### src/hw/rtl/bgsc_pkg.sv
`timescale 1ns / 1ps
// ----------------------------------------------------------------------------
// bgsc_pkg
// Shared types, register map and charge curve function for the battery
// gauge with shutdown countdown.
// ----------------------------------------------------------------------------
package bgsc_pkg;

  localparam int unsigned MV_W        = 16;
  localparam int unsigned LEVEL_W     = 14;
  localparam int unsigned COUNT_W     = 8;
  localparam int unsigned X_STEP_BITS = 7;
  localparam int unsigned DIVIDEND_W  = MV_W + X_STEP_BITS;
  localparam int unsigned DIVISOR_W   = MV_W;
  localparam int unsigned APB_ADDR_W  = 5;
  localparam int unsigned APB_DATA_W  = 32;

  localparam logic [LEVEL_W-1:0] LEVEL_EMPTY = '0;
  localparam logic [LEVEL_W-1:0] LEVEL_FULL  = 14'd10000;
  localparam logic [LEVEL_W-1:0] LEVEL_LOW   = 14'd100;

  localparam logic [MV_W-1:0]    MAX_MV_RST    = 16'd4200;
  localparam logic [MV_W-1:0]    MIN_MV_RST    = 16'd3300;
  localparam logic [MV_W-1:0]    CUTOFF_MV_RST = 16'd3000;
  localparam logic [COUNT_W-1:0] RELOAD_RST    = 8'd5;

  typedef enum logic [2:0] {
    REG_MAX_MV    = 3'd0,
    REG_MIN_MV    = 3'd1,
    REG_CUTOFF_MV = 3'd2,
    REG_RATIO     = 3'd3,
    REG_RELOAD    = 3'd4
  } reg_idx_e;

  typedef struct packed {
    logic [MV_W-1:0] raw_reading;
  } in_t;

  typedef struct packed {
    logic [MV_W-1:0]    scaled_voltage_mv;
    logic [LEVEL_W-1:0] level_hundredths;
    logic               reading_valid;
    logic [COUNT_W-1:0] countdown_left;
    logic               shutdown_request;
  } out_t;

  typedef struct packed {
    logic [MV_W-1:0]    max_mv;
    logic [MV_W-1:0]    min_mv;
    logic [MV_W-1:0]    cutoff_mv;
    logic [MV_W-1:0]    ratio;
    logic [COUNT_W-1:0] reload;
  } cfg_t;

  // Curve entry i, worked in Q16 arithmetic: 101 - 101/(1+(1.33x)^4.5)^3, x = i/128,
  // scaled to hundredths and clipped to full. Evaluated at elaboration.
  function automatic logic [LEVEL_W-1:0] curve_entry(int unsigned i);
    longint unsigned t, t2, t4, s, u, w, w2, w3, n, q, r, lvl, rem, bitv;
    int k;
    t   = (64'd133 * 64'(i) * 64'd65536 + 64'd6400) / 64'd12800;
    t2  = (t * t + 64'd32768) >> 16;
    t4  = (t2 * t2 + 64'd32768) >> 16;
    rem = t << 16;
    s   = 0;
    bitv = 64'd1 << 62;
    while (bitv > rem) bitv = bitv >> 2;
    while (bitv != 0) begin
      if (rem >= s + bitv) begin
        rem = rem - (s + bitv);
        s   = (s >> 1) + bitv;
      end else begin
        s = s >> 1;
      end
      bitv = bitv >> 2;
    end
    u = (t4 * s + 64'd32768) >> 16;
    if (u >= 64'd262144) begin
      return LEVEL_FULL;
    end
    w  = 64'd65536 + u;
    w2 = (w * w + 64'd32768) >> 16;
    w3 = (w2 * w + 64'd32768) >> 16;
    n  = 64'd10100 * 64'd65536 + (w3 >> 1);
    q  = 0;
    r  = 0;
    for (k = 63; k >= 0; k--) begin
      r = (r << 1) | ((n >> k) & 64'd1);
      if (r >= w3) begin
        r = r - w3;
        q = q | (64'd1 << k);
      end
    end
    lvl = 64'd10100 - q;
    if (lvl > 64'd10000) begin
      lvl = 64'd10000;
    end
    return LEVEL_W'(lvl);
  endfunction

endpackage

### src/hw/rtl/bgsc_curve_rom.sv
`timescale 1ns / 1ps
// ----------------------------------------------------------------------------
// bgsc_curve_rom
// Charge curve table, indexed in steps of 1/128 of the voltage span,
// with registered read data.
// ----------------------------------------------------------------------------
module bgsc_curve_rom #(
  parameter int unsigned CURVE_ENTRIES = 256
) (
  input  logic                                clk_i,
  input  logic                                rd_en_i,
  input  logic [$clog2(CURVE_ENTRIES)-1:0]    addr_i,
  output logic [bgsc_pkg::LEVEL_W-1:0]        data_o
);
  import bgsc_pkg::*;

  logic [LEVEL_W-1:0] rom_w [CURVE_ENTRIES];
  logic [LEVEL_W-1:0] data_q;

  for (genvar g = 0; g < CURVE_ENTRIES; g++) begin : g_entry
    localparam logic [LEVEL_W-1:0] ENTRY = curve_entry(g);
    assign rom_w[g] = ENTRY;
  end

  always_ff @(posedge clk_i) begin
    if (rd_en_i) begin
      data_q <= rom_w[addr_i];
    end
  end

  assign data_o = data_q;

endmodule

### config.mk
export PLATFORM = sky130hd
export DESIGN_NAME = bgsc_curve_rom
export DESIGN_NICKNAME = d
export VERILOG_FILES = /design/src/hw/rtl/bgsc_pkg.sv /design/src/hw/rtl/bgsc_curve_rom.sv
export SDC_FILE = /design/constraint.sdc
export NUM_CORES = 1
export LEC_CHECK = 0
export BUFFER_PORTS_ARGS = -buffer_cell sky130_fd_sc_hd__buf_4
export CAP_MARGIN = 40
export CORE_MARGIN = 1.5
export CORE_UTILIZATION = 40
export DETAILED_ROUTE_END_ITERATION = 16
export GPL_ROUTABILITY_DRIVEN = 0
export PLACE_DENSITY = 0.67
export SYNTH_ARGS = -nofsm -noshare
export SYNTH_HDL_FRONTEND = slang
export SYNTH_SLANG_ARGS = --single-unit
export TNS_END_PERCENT = 50
### constraint.sdc
create_clock -name clk_i -period 4.97 [get_ports clk_i]
set_clock_uncertainty 0.2 [all_clocks]
set_input_delay 0.497 -clock clk_i [delete_from_list [all_inputs] [get_ports clk_i]]
set_output_delay 0.497 -clock clk_i [all_outputs]
set_load 0.005 [all_outputs]
==> results of run 1 <==
## final cells by class
| class | instances | area share, % |
|---|---|---|
| well taps | 75 | 3.52 |
| multi-input cells | 284 | 71.4 |
| clock inverters | 1 | 0.141 |
| repair buffers | 23 | 6.47 |
| clock buffers | 3 | 1.55 |
| flip-flops and latches | 14 | 15.8 |
| inverters | 8 | 1.13 |
## power by group through the flow
stage | Combinational [uW] | Clock, uW | Sequential, uW
after floorplan | 152 | 0 | 151
after global placement | 214 | 0 | 149
after detailed placement | 213 | 0 | 149
after CTS | 214 | 93.5 | 147
after global routing | 240 | 97.2 | 148
final | 222 | 90.0 | 147
## kinds of logic after synthesis
kind of cell	Yosys count
AOI/OAI and AO/OA	130
buffers and inverters	40
xor gates and xnor gates	1
DFF	14
muxes	9
and+or+nand+nor	126
adders and majority gates	18
## per-layer routing
| layer | routed length, um | up-vias | GRT usage [%] | part of all wire (%) |
|---|---|---|---|---|
| li1 | - | 1274 | - | - |
| met1 | 3350 | 1281 | 37.3 | 41 |
| met2 | 3380 | 244 | 34.3 | 41 |
| met3 | 1140 | 36 | 4.29 | 14 |
| met4 | 318 | 0 | 9.83 | 3.9 |
| met5 | 0 | - | 0 | 0 |
## Yosys cell counts (5+ instances only)
cell / count
inv_1: 5
ha_1: 18
a21oi_1: 31
nand2_1: 27
edfxtp_1: 14
a211oi_1: 10
mux2i_1: 5
nor2b_1: 10
o221ai_1: 6
nor2_1: 30
nor3_1: 10
nand2b_1: 19
nand3_1: 12
o211ai_1: 10
a31oi_1: 5
buf_2: 15
clkbuf_1: 8
o21ai_0: 18
or2_2: 5
## worst max-delay path: cells and delay by family
kind / cells / cell delay, ps
buffers and inverters: 2 / 420
adder cells (fa/ha/maj): 1 / 700
multiplexers: 1 / 470
AO/OA/AOI/OAI: 2 / 300
AND/OR/NAND/NOR: 2 / 420
## cell usage in the layout, fill, tap and decap left out, types with 4 or more instances in the layout
master and n:
a211o_1 4, a211oi_1 10, a21boi_0 4, a21oi_1 31, a31oi_1 5, buf_4 23
edfxtp_1 14, ha_1 18, inv_1 5, mux2i_1 5, nand2_1 27, nand2b_1 19
nand3_1 12, nor2_1 30, nor2b_1 10, nor3_1 10, o211ai_1 10, o21ai_0 18
o221ai_1 6, o31ai_1 4, or2_2 5
## through the flow
| step | setup slack, ps | area (um2) | hold WS, ps | util [%] |
|---|---|---|---|---|
| 2_1_floorplan | 2180 | 2540 | 409 | - |
| 3_3_place_gp | 1790 | 2620 | 653 | 43.5 |
| 5_1_grt | 1830 | 2670 | 419 | 44.3 |
| 6_report | 1940 | 2670 | 404 | 44.3 |
| 4_1_cts | 2000 | 2670 | 412 | 44.3 |
| 3_5_place_dp | 1740 | 2620 | 662 | 43.5 |
## final timing paths
check	startpoint	depth (start not counted)	endpoint	slack (ps)
hold / removal	rd_en_i	1	data_o[1]$_SDFFCE_PP0P_	400
setup / recovery	addr_i[1]	8	data_o[1]$_SDFFCE_PP0P_	1940
==> flow_summary.ini, run 1 <==
[floorplanning]
start_util_pct = 42.2
coreArea_um2 = 6030
die_w_um = 82.7
rows = 28
io-pin-count = 24
die-area_um2 = 6840
die_y_um = 82.7

[cells_and_area]
largest_reg_flops = 14
area_delta_synth_final_pct = 5.02
diodes = 0
multi_input_area_um2 = 1910
fillers = 616
final_cell_count_no_fill = 408
drive_gt1_share_pct = 12.6
register_area_um2 = 420
fin_nets = 362

[clock_network]
clock_sinks = 14
numCtsBuffers = 3
cts-root-buf = clkbuf_8
cts_resized = 0
postCtsSetupBuffers = 0
cts_tree = built
clock_path_buffers = 2
h-tree-depth = 1
path_clk_slew_ps = 50
ctsHoldBuffers = 0

[grt]
grt.overflow.total = 0
grt_pass1_vias = 2365
grt_max_degree = 70
antenna_found_initial = 0
grt_use_total_pct = 24.8
grt_pass1_wl_um = 12900

[synth]
synth_edf_count = 14
post_synth_fa_ha_maj_area_fraction_pct = 8.86
yosys-top-cells-area = edfxtp_1 (17%), ha_1 (8.9%), a21oi_1 (6.1%)
ys_seq_area_share_pct = 16.5
netlist_area_um2 = 2540
postSynthAreaPerCell_um2 = 7.52
synthCells = 338
synth_top_cell_by_area = edfxtp_1
synth-seq-cells = 14
synth_flop_cell = edfxtp_1
yosys.cell_types.count = 63
yosys.area_share.simple_pct = 25.0
synth_xor_area_share_pct = 0.345
syn_nets = 366
yosys_warnings = 0
synth_compound_area_share_pct = 35.7
ys_async_sr_fraction_pct = 0
synth_top_family_by_area = compound AO/OA/AOI/OAI gates
synthMuxAreaShare_pct = 5.07
synth_top_area_share_pct = 16.5

[sta]
max_slew_margin_pct = 44.6
max_freq_mhz = 330
drv_slew = 0
fin_tns_setup_ps = 0
min_period_over_period_pct = 61.0
final-hold-violation-count = 0
worst_slew_pin_slew_ps = 830
fin_crit_ps = 3030
finalSetupViolations = 0
rsz0062_at_grt = false

[power]
pwr-share-clk_pct = 19.7
intPower_uw = 281
power.total_uw = 458
p_leak_uw = 0.000980
p_switching_uw = 177
ir_drop_mv = 0.118
seq_power_share_pct = 32.0
power_density_nw_per_um2 = 172
power_frac_comb_pct = 48.4
switching_share_pct = 38.6

[placed_design]
numPortBuffers = 23
placed_cells = 404
dpl.hpwl_um = 5670

[run]
maxCapViolCount = 0

[critical_path]
path_max_fanout = 18
critPathCaptureType = flip-flop
worstPathRequired_ps = 4750
cpPeakStageDelay_ps = 700
crit_slowest_cell = ha_1
critical_path.cell_chain = buf_4, inv_1, ha_1, nand2_1, a21boi_0, mux4_2, nor2b_1, o32ai_1
worstSetupStartpointType = primary input
worst-setup-path-type = in2reg
arrival_ps = 2810

[detailed_routing]
detail_route.first_pass.iterations = 6
vias = 2835
wirelength_um = 8180
routedWlPerCell_um = 20.0
vias_per_cell = 6.95
drtIter0Drc = 629
ant_nets = 0
drcViolationCount = 0

[run_status]
status = finished clean

[worst_hold_path]
hp-class = in2reg
Note: power is estimated with default switching activity, not from simulation.
==> inputs of run 2 (changes only) <==
==> constraint.sdc (replaced) <==
create_clock -name clk_i -period 2.88 [get_ports clk_i]
set_clock_uncertainty 0.2 [all_clocks]
set_input_delay 0.288 -clock clk_i [delete_from_list [all_inputs] [get_ports clk_i]]
set_output_delay 0.288 -clock clk_i [all_outputs]
set_load 0.005 [all_outputs]
==> run 2 against run 1 <==
Count of clock-buffer cells in the layout unchanged. Final cell count is 2.7% higher. Via count rose by 0.92%. Largest cell class unchanged. Highest routed layer unchanged.
==> flow_summary.ini, run 2 (synthesis gave the netlist of run 1 again) <==
[run_status]
status = finished clean

[floorplanning]
die_y_um = 82.7
rows = 28
start_util_pct = 42.2
die_w_um = 82.7
die-area_um2 = 6840
coreArea_um2 = 6030
io-pin-count = 24

[critical_path]
critical_path.cell_chain = buf_4, inv_1, ha_1, buf_4, nand2_1, o221ai_1, o21ai_0, a211o_1
path_max_fanout = 22
worstSetupStartpointType = primary input
critPathCaptureType = flip-flop
crit_slowest_cell = ha_1
cpPeakStageDelay_ps = 520
path_common_cell = buf_4
worst-setup-path-type = in2reg
startpoint = addr_i[0]
worstPathRequired_ps = 2670
arrival_ps = 2240

[cells_and_area]
drive_gt1_share_pct = 15.4
fillers = 630
diodes = 0
register_area_um2 = 420
area_delta_synth_final_pct = 9.26
largest_reg_flops = 14
final_cell_mix = buf_4 (32), a21oi_1 (31), nor2_1 (30)
fin_nets = 373
layout_commonest_cell = buf_4
multi_input_area_um2 = 1910

[sta]
holdWs_ps = 196
final-hold-violation-count = 0
max_slew_margin_pct = 63.1
drv_slew = 0
rsz0062_at_grt = false
fin_ws_ps = 431
max_freq_mhz = 408
fin_tns_setup_ps = 0
fin_crit_ps = 2450
worst_slew_pin_slew_ps = 547
min_period_over_period_pct = 85.0
finalSetupViolations = 0

[clock_network]
cts_tree = built
postCtsSetupBuffers = 0
clock_sinks = 14
cts_resized = 0
numCtsBuffers = 3
clock_path_buffers = 2
path_clk_slew_ps = 60
cts-root-buf = clkbuf_8
h-tree-depth = 1
ctsHoldBuffers = 0

[grt]
antenna_found_initial = 0
grt_max_degree = 69
grt.overflow.total = 0
grt_pass1_wl_um = 13700
grt_use_total_pct = 26.4
grt_pass1_vias = 2535

[detailed_routing]
ant_nets = 0
drcViolationCount = 0
detail_route.first_pass.iterations = 5
vias_per_cell = 6.83
drtIter0Drc = 563
vias = 2861
wirelength_um = 8580
routedWlPerCell_um = 20.5

[worst_hold_path]
min_from = rd_en_i
hp-class = in2reg
holdPathEnd = data_o[7]$_SDFFCE_PP0P_
whs_path_depth = 1

[placed_design]
numPortBuffers = 23
dpl.hpwl_um = 6120
place_ws_ps = 249

[power]
ir_drop_mv = 0.229
power_density_nw_per_um2 = 295
power.total_uw = 819
p_leak_uw = 0.00104

[run]
maxCapViolCount = 0
[run 2: changes by cell type in the layout (fill, tap and decap cells not counted)]
cell	previous run	this run
buf_4	23	32
buf_12	0	2
[run 2: final cells by class]
cell class,count,share of cell area (%)
flip-flops and latches,14,15.1
well taps,75,3.38
multi-input cells,284,68.7
clock inverters,1,0.135
inverters,8,1.08
repair buffers,34,10.1
clock buffers,3,1.49
[run 2: stage by stage]
step	instances	area, um2	util (%)
6_report	419	2780	46.1
5_1_grt	419	2780	46.1
4_1_cts	419	2780	46.1
3_5_place_dp	415	2730	45.3
3_3_place_gp	415	2730	45.3
2_1_floorplan	338	2540	-
[run 2: where the power goes]
group | internal, uW | total (uW) | switching, uW
Clock | 94.4 | 163 | 68.4
Combinational | 158 | 403 | 245
Sequential | 248 | 253 | 5.15
Total | 501 | 819 | 318
[run 2: layer usage]
metal	global-route usage (%)	share of wire, %	vias to the layer above
li1	-	-	1290
met1	37.6	40	1304
met2	38.8	42	229
met3	5.16	14	38
met4	10.0	3.7	0
met5	0	0	-
[run 2: critical path, delay by kind of cell]
| family | cells | cell delay (ps) |
|---|---|---|
| adder cells (fa/ha/maj) | 1 | 520 |
| AND/OR/NAND/NOR | 1 | 50 |
| buffers and inverters | 3 | 630 |
| AO/OA/AOI/OAI | 3 | 730 |
[run 2: worst max-delay path by stage]
stage	end	cells past startpoint
final	data_o[8]$_SDFFCE_PP1P_	8
after global routing	data_o[5]$_SDFFCE_PP0P_	8
after CTS	data_o[8]$_SDFFCE_PP1P_	8
after detailed placement	data_o[8]$_SDFFCE_PP1P_	8
after global placement	data_o[6]$_SDFFCE_PP0P_	8
after floorplan	data_o[1]$_SDFFCE_PP0P_	9
