`src/hw/rtl/bgsc_pkg.sv`:
```
`timescale 1ns / 1ps
// ----------------------------------------------------------------------------
// bgsc_pkg
// Shared types, register map and charge curve function for the battery
// gauge with shutdown countdown.
// ----------------------------------------------------------------------------
package bgsc_pkg;

  localparam int unsigned MV_W        = 16;
  localparam int unsigned LEVEL_W     = 14;
  localparam int unsigned COUNT_W     = 8;
  localparam int unsigned X_STEP_BITS = 7;
  localparam int unsigned DIVIDEND_W  = MV_W + X_STEP_BITS;
  localparam int unsigned DIVISOR_W   = MV_W;
  localparam int unsigned APB_ADDR_W  = 5;
  localparam int unsigned APB_DATA_W  = 32;

  localparam logic [LEVEL_W-1:0] LEVEL_EMPTY = '0;
  localparam logic [LEVEL_W-1:0] LEVEL_FULL  = 14'd10000;
  localparam logic [LEVEL_W-1:0] LEVEL_LOW   = 14'd100;

  localparam logic [MV_W-1:0]    MAX_MV_RST    = 16'd4200;
  localparam logic [MV_W-1:0]    MIN_MV_RST    = 16'd3300;
  localparam logic [MV_W-1:0]    CUTOFF_MV_RST = 16'd3000;
  localparam logic [COUNT_W-1:0] RELOAD_RST    = 8'd5;

  typedef enum logic [2:0] {
    REG_MAX_MV    = 3'd0,
    REG_MIN_MV    = 3'd1,
    REG_CUTOFF_MV = 3'd2,
    REG_RATIO     = 3'd3,
    REG_RELOAD    = 3'd4
  } reg_idx_e;

  typedef struct packed {
    logic [MV_W-1:0] raw_reading;
  } in_t;

  typedef struct packed {
    logic [MV_W-1:0]    scaled_voltage_mv;
    logic [LEVEL_W-1:0] level_hundredths;
    logic               reading_valid;
    logic [COUNT_W-1:0] countdown_left;
    logic               shutdown_request;
  } out_t;

  typedef struct packed {
    logic [MV_W-1:0]    max_mv;
    logic [MV_W-1:0]    min_mv;
    logic [MV_W-1:0]    cutoff_mv;
    logic [MV_W-1:0]    ratio;
    logic [COUNT_W-1:0] reload;
  } cfg_t;

  // Curve entry i, worked in Q16 arithmetic: 101 - 101/(1+(1.33x)^4.5)^3, x = i/128,
  // scaled to hundredths and clipped to full. Evaluated at elaboration.
  function automatic logic [LEVEL_W-1:0] curve_entry(int unsigned i);
    longint unsigned t, t2, t4, s, u, w, w2, w3, n, q, r, lvl, rem, bitv;
    int k;
    t   = (64'd133 * 64'(i) * 64'd65536 + 64'd6400) / 64'd12800;
    t2  = (t * t + 64'd32768) >> 16;
    t4  = (t2 * t2 + 64'd32768) >> 16;
    rem = t << 16;
    s   = 0;
    bitv = 64'd1 << 62;
    while (bitv > rem) bitv = bitv >> 2;
    while (bitv != 0) begin
      if (rem >= s + bitv) begin
        rem = rem - (s + bitv);
        s   = (s >> 1) + bitv;
      end else begin
        s = s >> 1;
      end
      bitv = bitv >> 2;
    end
    u = (t4 * s + 64'd32768) >> 16;
    if (u >= 64'd262144) begin
      return LEVEL_FULL;
    end
    w  = 64'd65536 + u;
    w2 = (w * w + 64'd32768) >> 16;
    w3 = (w2 * w + 64'd32768) >> 16;
    n  = 64'd10100 * 64'd65536 + (w3 >> 1);
    q  = 0;
    r  = 0;
    for (k = 63; k >= 0; k--) begin
      r = (r << 1) | ((n >> k) & 64'd1);
      if (r >= w3) begin
        r = r - w3;
        q = q | (64'd1 << k);
      end
    end
    lvl = 64'd10100 - q;
    if (lvl > 64'd10000) begin
      lvl = 64'd10000;
    end
    return LEVEL_W'(lvl);
  endfunction

endpackage

```
`src/hw/rtl/bgsc_div.sv`:
```
`timescale 1ns / 1ps
// ----------------------------------------------------------------------------
// bgsc_div
// Serial restoring divider, one quotient bit per cycle.
// ----------------------------------------------------------------------------
module bgsc_div (
  input  logic                               clk_i,
  input  logic                               rst_ni,
  input  logic                               start_i,
  input  logic [bgsc_pkg::DIVIDEND_W-1:0]    dividend_i,
  input  logic [bgsc_pkg::DIVISOR_W-1:0]     divisor_i,
  output logic                               done_o,
  output logic [bgsc_pkg::DIVIDEND_W-1:0]    quotient_o
);
  import bgsc_pkg::*;

  localparam int unsigned CNT_W = $clog2(DIVIDEND_W);
  localparam logic [CNT_W-1:0] LAST_STEP = CNT_W'(DIVIDEND_W - 1);

  logic [DIVISOR_W-1:0]  rem_q;
  logic [DIVIDEND_W-1:0] quo_q;
  logic [DIVISOR_W-1:0]  dvs_q;
  logic [CNT_W-1:0]      cnt_q;
  logic                  busy_q;
  logic                  done_q;
  logic [DIVISOR_W:0]    trial;
  logic [DIVISOR_W+1:0]  diff;
  logic                  fits;

  assign trial = {rem_q, quo_q[DIVIDEND_W-1]};
  assign diff  = {1'b0, trial} - {2'b00, dvs_q};
  assign fits  = !diff[DIVISOR_W+1];

  always_ff @(posedge clk_i or negedge rst_ni) begin
    if (!rst_ni) begin
      busy_q <= 1'b0;
      done_q <= 1'b0;
      cnt_q  <= '0;
    end else begin
      done_q <= 1'b0;
      if (start_i) begin
        busy_q <= 1'b1;
        cnt_q  <= '0;
      end else if (busy_q) begin
        cnt_q <= cnt_q + 1'b1;
        if (cnt_q == LAST_STEP) begin
          busy_q <= 1'b0;
          done_q <= 1'b1;
        end
      end
    end
  end

  always_ff @(posedge clk_i) begin
    if (start_i) begin
      rem_q <= '0;
      quo_q <= dividend_i;
      dvs_q <= divisor_i;
    end else if (busy_q) begin
      rem_q <= fits ? diff[DIVISOR_W-1:0] : trial[DIVISOR_W-1:0];
      quo_q <= {quo_q[DIVIDEND_W-2:0], fits};
    end
  end

  assign done_o     = done_q;
  assign quotient_o = quo_q;

endmodule

```
`config.mk`:
```
export PLATFORM = sky130hd
export DESIGN_NAME = bgsc_div
export DESIGN_NICKNAME = d
export VERILOG_FILES = /design/src/hw/rtl/bgsc_pkg.sv /design/src/hw/rtl/bgsc_div.sv
export SDC_FILE = /design/constraint.sdc
export NUM_CORES = 1
export LEC_CHECK = 0
export ABC_AREA = 1
export BUFFER_PORTS_ARGS = -buffer_cell sky130_fd_sc_hd__buf_2
export CORE_ASPECT_RATIO = 0.75
export CORE_MARGIN = 10
export CORE_UTILIZATION = 30
export CTS_BUF_LIST = sky130_fd_sc_hd__clkbuf_16
export CTS_CLUSTER_DIAMETER = 40
export CTS_CLUSTER_SIZE = 40
export DETAILED_ROUTE_END_ITERATION = 6
export PLACE_DENSITY_LB_ADDON = 0.2
export SKIP_CTS_REPAIR_TIMING = 1
export SYNTH_ARGS = -nofsm -noshare
export SYNTH_HDL_FRONTEND = slang
export SYNTH_SLANG_ARGS = --single-unit
```
`constraint.sdc`:
```
create_clock -name clk_i -period 2 [get_ports clk_i]
set_input_delay 0.1 -clock clk_i [delete_from_list [all_inputs] [get_ports clk_i]]
set_output_delay 0.1 -clock clk_i [all_outputs]
set_load 0.02 [all_outputs]
```
==> results.sh, run 1 <==
export IMPL_post_route_min_period_ns=1.893
export IMPL_cts_buffers=9
export IMPL_port_buffer_count=65
export IMPL_max_vdd_ir_drop_mv=0.5080
export IMPL_min_to="quotient_o[3]"
export IMPL_maxCapViolCount=0
export IMPL_crit_path_end_kind="flip-flop"
export IMPL_syn_cell_area_um2=3641
export IMPL_max_slew_margin=0.7365
export IMPL_totalWireLength_um=9751
export IMPL_hpwl_um=7277
export IMPL_clk_pin_slew_ns=0.06
export IMPL_drtIter0Drc=219
export IMPL_hold_start="dividend_i[3]"
export IMPL_drv_slew=0
export IMPL_fp_dieW_um=147.2
export IMPL_yosys_area_top_type="edfxtp_1"
export IMPL_grt_ovfl_total=0
export IMPL_gp_congestion=0.8462
export IMPL_critical_path_cell_chain="inv_1 > ha_1 > a21oi_2 > o21ai_1 > a21oi_4 > buf_6 > nand3_1 > nand3_1 > o21ai_0"
export IMPL_htreeDepth=3
export IMPL_die_y_um=115.4
export IMPL_area_growth_pct=32.17
export IMPL_grt_first_pass_wirelength_um=15350
export IMPL_p_per_area_nw_per_um2=1271
export IMPL_root_buffer="clkbuf_16"
export IMPL_std_cell_rows=34
export IMPL_synth_top_area_share=0.3216
export IMPL_worst_setup_path_start_kind="flip-flop"
export IMPL_grt_max_degree=31
export IMPL_reg2regPathDepth=9
export IMPL_ys_seq_elements=62
export IMPL_fin_crit_sh=0.9463
export IMPL_synth_area_per_cell_um2=7.797
export IMPL_worst_r2r_endpoint="rem_q[4]"
export IMPL_syn_num_nets=528
export IMPL_cts_sinks=62
export IMPL_synth_cell_types=34
export IMPL_cts_tree="yes"
export IMPL_ys_warn_count=0
export IMPL_ys_seq_area_frac=0.4577
export IMPL_grt_pass1_vias=3062
export IMPL_fmax_mhz=528.4
export IMPL_fillers=1220
export IMPL_drc=0
export IMPL_fin_skew_ns=0.008953
export IMPL_holdCritPathClass="primary input to flip-flop"
export IMPL_cellLeakagePower_uw=0.002478
export IMPL_antenna_found_initial=0
export IMPL_final_antenna_net_count=0
export IMPL_final_setup_viol_count=0
export IMPL_syn_inst=467
export IMPL_cp_common_cell="nand3_1"
export IMPL_wl_per_cell_um=13.23
export IMPL_track_usage=0.1127
export IMPL_coreArea_um2=11740
export IMPL_vias=3223
export IMPL_tightest_slew_ns=0.3953
export IMPL_required_ns=2.20
export IMPL_worstPathArrival_ns=2.09
export IMPL_firstDrtPassIters=4
export IMPL_cp_max_fo=10
export IMPL_viasPerCell=4.373
export IMPL_critPathKind="flip-flop to flip-flop"
export IMPL_dieArea_um2=16990
export IMPL_status="complete, no violations"
export IMPL_slowest_stage="ha_1"
export IMPL_io_pins=66
export IMPL_fin_hold_ws_ns=0.03475
export IMPL_start_util=0.3101
export IMPL_r2r_start="dvs_q[14]"
export IMPL_drive_above_1_share=0.2226
export IMPL_cts_path_max_buffers=2
export IMPL_netlist_top_cells_area="edfxtp_1, nand2_1, dfxtp_1"
export IMPL_cpPeakStageDelay_ns=0.37
export IMPL_r2r_setup_slack_ns=0.11
export IMPL_tns_ns=0
export IMPL_clkLatencyLatePin_ns=0.33
export IMPL_nets=631
export IMPL_diodes=0
export IMPL_power_uw=6117
export IMPL_hold_depth=3
export IMPL_report_final_hold_viol_count=0
stage by stage:
stage / area [um^2] / instances / util / setup slack [ns]
2_1_floorplan: 3641 / 467 / - / 0.09842
3_3_place_gp: 4239 / 702 / 0.3610 / 0.08619
3_5_place_dp: 4239 / 702 / 0.3610 / 0.009863
4_1_cts: 4522 / 718 / 0.3851 / -0.002332
5_1_grt: 4812 / 737 / 0.4098 / -0.02317
6_report: 4812 / 737 / 0.4098 / 0.1074
per-layer routing:
metal,wire length (um),GRT usage,vias to the layer above,part of all wire
li1,-,-,1685,-
met1,4911,0.1516,1488,0.50
met3,431,0.03494,2,0.044
met2,4339,0.1652,48,0.44
met4,68,0.04414,0,0.0070
met5,0,0,-,0
power breakdown:
| group | total [uW] | switching [uW] | internal [uW] | leakage [uW] |
|---|---|---|---|---|
| combinational | 2840 | 1660 | 1180 | 0.00171 |
| sequential | 1780 | 172 | 1610 | 0.000631 |
| clock | 1500 | 558 | 943 | 0.000139 |
area by class of cell:
cell class	count	area (um^2)	share of cell area
clock buffer	9	225.2	0.04680
clock inverter	7	57.56	0.01196
inverter	73	274.0	0.05694
multi-input combinational	322	1725	0.3586
sequential	62	1667	0.3463
tap	162	202.7	0.04212
timing repair buffer	102	660.6	0.1373
sequential cells by signal, summed over array words and instances (netlist names):
register	cells
quotient_o	23
done_o	1
cnt_q	5
dvs_q	16
rem_q	16
busy_q	1
placed cells by master, fill, tap and decap left out, types with 2 or more instances in the layout:
| master | count |
|---|---|
| dfrtp_1 | 7 |
| ha_4 | 4 |
| buf_2 | 65 |
| nand2_4 | 2 |
| nand3_2 | 8 |
| nor2_2 | 2 |
| dlygate4sd3_1 | 17 |
| nor2_1 | 17 |
| xnor2_1 | 5 |
| edfxtp_1 | 39 |
| clkbuf_16 | 9 |
| nor3_1 | 3 |
| nand4_1 | 5 |
| nand2_2 | 6 |
| nand3b_1 | 5 |
| o21ai_1 | 2 |
| inv_1 | 72 |
| clkinv_1 | 4 |
| nand3_1 | 40 |
| ha_1 | 13 |
| o21ai_0 | 9 |
| buf_6 | 4 |
| nand2_1 | 180 |
| buf_4 | 16 |
| dfxtp_1 | 16 |
| a21oi_1 | 9 |
worst max-delay path, delay by kind of cell, from the launching register on:
kind | cells | cell delay (ns)
AO/OA/AOI/OAI | 4 | 0.67
adder cells (fa/ha/maj) | 1 | 0.37
buffers and inverters | 2 | 0.23
flip-flops | 1 | 0.32
AND/OR/NAND/NOR | 2 | 0.15
kinds of logic after synthesis:
group           after synthesis  synth area share
simple gates                273            0.3302
buf+inv                      83           0.09312
flops                        62            0.4577
compound gates               24           0.03712
fa+ha+maj                    19           0.06736
xor+xnor                      6           0.01443
cell usage after synthesis, drive strengths merged:
cell,instances
a21oi,11
a31oi,1
and2,2
buf,5
clkbuf,5
clkinv,1
dfrtp,7
dfxtp,16
edfxtp,39
fa,1
ha,18
inv,72
nand2,189
nand3,48
nand3b,5
nand4,5
nor2,19
nor3,4
o21ai,11
o31ai,1
or2,1
xnor2,5
xor2,1
how the worst max path moves through the flow:
stage / from / endpoint / slack (ns)
3_3_place_gp: quotient_o[22] / rem_q[8] / 0.09
2_1_floorplan: quotient_o[22] / rem_q[12] / 0.1
6_report: dvs_q[14] / rem_q[4] / 0.11
4_1_cts: quotient_o[22] / rem_q[12] / -0.002
3_5_place_dp: quotient_o[22] / rem_q[12] / 0.01
5_1_grt: dvs_q[14] / rem_q[13] / -0.02
No activity file was read; power rests on OpenSTA's default activity.
==> inputs of run 2 (changes only) <==
Settings changed: BUFFER_PORTS_ARGS -buffer_cell sky130_fd_sc_hd__buf_2 to -buffer_cell sky130_fd_sc_hd__clkbuf_2.
==> run 2 against run 1 <==
Effect of this change:
- register-to-register slack better by 0.03 ns
- sequential power hardly changed
- maximum frequency up 1.5%
- sequential share of layout area fell by 0.15 points
- largest power group unchanged
==> results.sh, run 2 (same netlist as run 1, synthesis figures left out) <==
export IMPL_gp_congestion=0.8316
export IMPL_htreeDepth=3
export IMPL_r2r_setup_slack_ns=0.14
export IMPL_hpwl_um=7294
export IMPL_cts_tree="yes"
export IMPL_dieArea_um2=16990
export IMPL_io_pins=66
export IMPL_maxCapViolCount=0
export IMPL_place_area_um2=4224
export IMPL_drc=0
export IMPL_worst_r2r_endpoint="rem_q[12]"
export IMPL_grt_pass1_vias=3092
export IMPL_cts_buffers=9
export IMPL_crit_path_start="quotient_o[22]"
export IMPL_power_uw=6146
export IMPL_worst_slack_ns=0.1358
export IMPL_tns_ns=0
export IMPL_start_util=0.3101
export IMPL_antenna_found_initial=0
export IMPL_fmax_mhz=536.4
export IMPL_coreArea_um2=11740
export IMPL_totalWireLength_um=9791
export IMPL_grt_ovfl_total=0
export IMPL_largest_register_ffs=23
export IMPL_cellLeakagePower_uw=0.002487
export IMPL_die_y_um=115.4
export IMPL_pwr_share_clk=0.246
export IMPL_status="complete, no violations"
export IMPL_cp_endpoint="rem_q[12]"
export IMPL_r2r_start="quotient_o[22]"
export IMPL_drv_slew=0
export IMPL_drtIter0Drc=192
export IMPL_holdCritPathClass="primary input to flip-flop"
export IMPL_crit_path_end_kind="flip-flop"
export IMPL_area_growth_pct=32.75
export IMPL_swShare=0.3931
export IMPL_cts_sinks=62
export IMPL_diodes=0
export IMPL_port_buffer_count=65
export IMPL_fin_skew_ns=0.004587
export IMPL_clk_pin_slew_ns=0.05
export IMPL_vias=3203
export IMPL_fp_dieW_um=147.2
export IMPL_final_setup_viol_count=0
export IMPL_nets=629
export IMPL_p_int_uw=3730
export IMPL_critPathKind="flip-flop to flip-flop"
export IMPL_clkLatencyLatePin_ns=0.33
export IMPL_tightest_slew_ns=0.3979
export IMPL_hold_depth=3
export IMPL_seq_power_share=0.293
export IMPL_report_final_hold_viol_count=0
export IMPL_post_route_min_period_ns=1.864
export IMPL_final_antenna_net_count=0
export IMPL_fin_hold_ws_ns=0.03623
export IMPL_power_share_combinational=0.461
export IMPL_cts_path_max_buffers=2
export IMPL_track_usage=0.1129
export IMPL_max_slew_margin=0.7347
export IMPL_p_per_area_nw_per_um2=1272
export IMPL_grt_max_degree=31
export IMPL_p_sw_uw=2416
export IMPL_final_common_cell="nand2_1"
export IMPL_wl_per_cell_um=13.32
export IMPL_std_cell_rows=34
export IMPL_viasPerCell=4.358
export IMPL_root_buffer="clkbuf_16"
export IMPL_cp_max_fo=4
export IMPL_worstPathArrival_ns=2.09
export IMPL_drive_above_1_share=0.2251
export IMPL_max_vdd_ir_drop_mv=0.5095
export IMPL_fin_crit_sh=0.9321
export IMPL_place_ws_ns=0.02016
export IMPL_firstDrtPassIters=4
export IMPL_stdcell_area_um2=4833
export IMPL_final_cell_mix="nand2_1, inv_1, clkbuf_2"
export IMPL_required_ns=2.23
export IMPL_grt_first_pass_wirelength_um=15390
export IMPL_worst_setup_path_start_kind="flip-flop"
export IMPL_reg2regPathDepth=12
==> run 2: cell types whose count changed in the layout (fill, tap and decap cells not counted), sizes merged <==
cell / before / now
buf: 85 / 18
clkbuf: 9 / 74
clkinv: 5 / 3
inv: 73 / 75
==> run 2: critical path, stage by stage, from the launching register on <==
cell	delay [ns]
edfxtp_1	0.39
inv_1	0.09
ha_1	0.16
inv_2	0.06
fa_2	0.39
nand3_2	0.10
nand3_2	0.11
nand3_1	0.12
nand3_1	0.08
nand2_1	0.08
nand3_2	0.07
nand2_1	0.06
nand2_1	0.04
==> run 2: power groups by stage <==
stage / registers (uW) / clock network (uW) / logic [uW]
floorplan: 1810 / 0 / 1910
global placement: 1770 / 0 / 2570
detailed placement: 1780 / 0 / 2570
CTS: 1760 / 1550 / 2600
global route: 1820 / 1600 / 3190
finish: 1800 / 1510 / 2840
==> run 2: worst min-delay path by stage <==
stage / startpoint / end / slack [ns]
after detailed placement: rst_ni / cnt_q[0] / -0.05
after CTS: rst_ni / cnt_q[2] / -0.41
after global placement: rst_ni / done_o / -0.05
after floorplan: rst_ni / busy_q / -0.20
final: dividend_i[15] / quotient_o[15] / 0.04
after global routing: dividend_i[7] / quotient_o[7] / 0.03
==> run 2: metrics by stage <==
stage / util / cells
after floorplan: - / 467
after global placement: 0.3598 / 700
after detailed placement: 0.3598 / 700
after CTS: 0.3840 / 716
after global routing: 0.4117 / 735
final: 0.4117 / 735
==> run 2: per-layer routing <==
metal | wire (um) | vias up | GRT usage | share of wire
li1 | - | 1686 | - | -
met4 | 125 | 0 | 0.03953 | 0.013
met3 | 466 | 11 | 0.03691 | 0.048
met5 | 0 | - | 0 | 0
met1 | 4771 | 1460 | 0.1449 | 0.49
met2 | 4428 | 46 | 0.1751 | 0.45
==> run 2: final cells by class <==
class / instances / area [um^2]
Clock buffer: 9 / 225.2
Tap cell: 162 / 202.7
Clock inverter: 7 / 58.81
Inverter: 73 / 274.0
Timing Repair Buffer: 100 / 645.6
Multi-Input combinational cell: 322 / 1760
Sequential cell: 62 / 1667
Fill cell: 1246 / 6908
==> inputs of run 3 (changes only) <==
Settings changed: CAP_MARGIN from default to 10, HOLD_SLACK_MARGIN from default to 0.1.
==> run 3 against run 2 <==
Effect of this change:
- global-route usage did not move
- cell count rose by 3.0%
- worst hold slack improved by 0.098 ns
- die area did not move
- first-iteration DRC count rose by 13%
- maximum frequency rose by 0.50%
- clock power barely moved
- power rose by 0.49%
- core utilization rose by 1.9 points
- register-to-register slack barely moved
==> results.sh, run 3 (same netlist as run 1, synthesis figures left out) <==
export IMPL_max_vdd_ir_drop_mv=0.5105
export IMPL_cts_path_max_buffers=2
export IMPL_fin_skew_ns=0.004185
export IMPL_holdCritPathClass="primary input to flip-flop"
export IMPL_cts_sinks=62
export IMPL_r2r_start="dvs_q[10]"
export IMPL_grt_max_degree=31
export IMPL_max_slew_margin=0.7393
export IMPL_critPathKind="flip-flop to flip-flop"
export IMPL_area_growth_pct=38.80
export IMPL_track_usage=0.1129
export IMPL_largest_register_ffs=23
export IMPL_nets=651
export IMPL_port_buffer_count=65
export IMPL_final_setup_viol_count=0
export IMPL_totalWireLength_um=9922
export IMPL_drive_above_1_share=0.2168
export IMPL_instances_no_fill=757
export IMPL_gp_congestion=0.8316
export IMPL_diodes=0
export IMPL_root_buffer="clkbuf_16"
export IMPL_p_per_area_nw_per_um2=1222
export IMPL_final_antenna_net_count=0
export IMPL_tns_ns=0
export IMPL_htreeDepth=3
export IMPL_cp_max_fo=10
export IMPL_worst_r2r_endpoint="rem_q[2]"
export IMPL_status="complete, no violations"
export IMPL_dieArea_um2=16990
export IMPL_grt_first_pass_wirelength_um=15390
export IMPL_hold_depth=3
export IMPL_cellLeakagePower_uw=0.002579
export IMPL_power_uw=6176
export IMPL_maxCapViolCount=0
export IMPL_cts_tree="yes"
export IMPL_grt_pass1_vias=3092
export IMPL_min_to="quotient_o[0]"
export IMPL_worst_setup_path_start_kind="flip-flop"
export IMPL_clkLatencyLatePin_ns=0.33
export IMPL_wl_per_cell_um=13.11
export IMPL_grt_ovfl_total=0
export IMPL_viasPerCell=4.334
export IMPL_drc=0
export IMPL_clk_pin_slew_ns=0.05
export IMPL_required_ns=2.21
export IMPL_r2r_setup_slack_ns=0.15
export IMPL_hold_start="dividend_i[0]"
export IMPL_fin_crit_sh=0.9274
export IMPL_drv_slew=0
export IMPL_worstPathArrival_ns=2.06
export IMPL_fp_dieW_um=147.2
export IMPL_reg2regPathDepth=11
export IMPL_report_final_hold_viol_count=0
export IMPL_cts_buffers=9
export IMPL_fillers=1223
export IMPL_fmax_mhz=539.1
export IMPL_place_inst=700
export IMPL_io_pins=66
export IMPL_std_cell_rows=34
export IMPL_coreArea_um2=11740
export IMPL_tightest_slew_ns=0.3910
export IMPL_final_common_cell="nand2_1"
export IMPL_crit_path_end_kind="flip-flop"
export IMPL_post_route_min_period_ns=1.855
export IMPL_antenna_found_initial=0
export IMPL_vias=3281
export IMPL_hpwl_um=7294
export IMPL_die_y_um=115.4
export IMPL_firstDrtPassIters=4
export IMPL_start_util=0.3101
export IMPL_final_cell_mix="nand2_1, inv_1, clkbuf_2"
export IMPL_drtIter0Drc=216
-- run 3: layer usage --
layer / part of all wire / track usage
met5: 0 / 0
met4: 0.011 / 0.03953
met3: 0.042 / 0.03691
met2: 0.46 / 0.1751
met1: 0.49 / 0.1449
-- run 3: final cells by class --
type	instances	area, um^2	share of cell area
multi-input cells	322	1760	0.3484
flip-flops and latches	62	1667	0.3298
clock buffers	9	225.2	0.04457
clock inverters	7	58.81	0.01164
inverters	73	274.0	0.05422
repair buffers	122	865.8	0.1713
well taps	162	202.7	0.04011
-- run 3: how the worst max path moves through the flow --
stage                         from         to  cells after the start
global placement    quotient_o[22]   rem_q[8]                     14
detailed placement  quotient_o[22]   rem_q[8]                     14
global route        quotient_o[22]   rem_q[8]                     14
finish                   dvs_q[10]   rem_q[2]                     11
CTS                 quotient_o[22]   rem_q[8]                     14
floorplan           quotient_o[22]  rem_q[12]                     12
-- run 3: worst max-delay path, cell delays in order (launching register included) --
cell,delay (ns)
edfxtp_1,0.35
inv_1,0.09
ha_4,0.21
nand2_1,0.06
nand2_1,0.09
nand2_1,0.09
nand3_2,0.10
a21oi_4,0.27
buf_6,0.19
nand3_1,0.09
nand3_1,0.09
o21ai_0,0.07
-- run 3: stage by stage --
| step | util | hold slack, ns | setup slack, ns | cell area (um^2) |
|---|---|---|---|---|
| after CTS | 0.3840 | -0.4051 | 0.01591 | 4508 |
| final | 0.4304 | 0.1344 | 0.1451 | 5054 |
| after floorplan | - | -0.1956 | 0.09842 | 3641 |
| after detailed placement | 0.3598 | -0.04945 | 0.02016 | 4224 |
| after global routing | 0.4304 | 0.1491 | -0.01739 | 5054 |
| after global placement | 0.3598 | -0.05329 | 0.08235 | 4224 |
-- run 3: where the power goes --
part | switching (uW) | internal (uW)
Clock | 562 | 945
Sequential | 191 | 1610
Combinational | 1670 | 1210
Total | 2420 | 3760
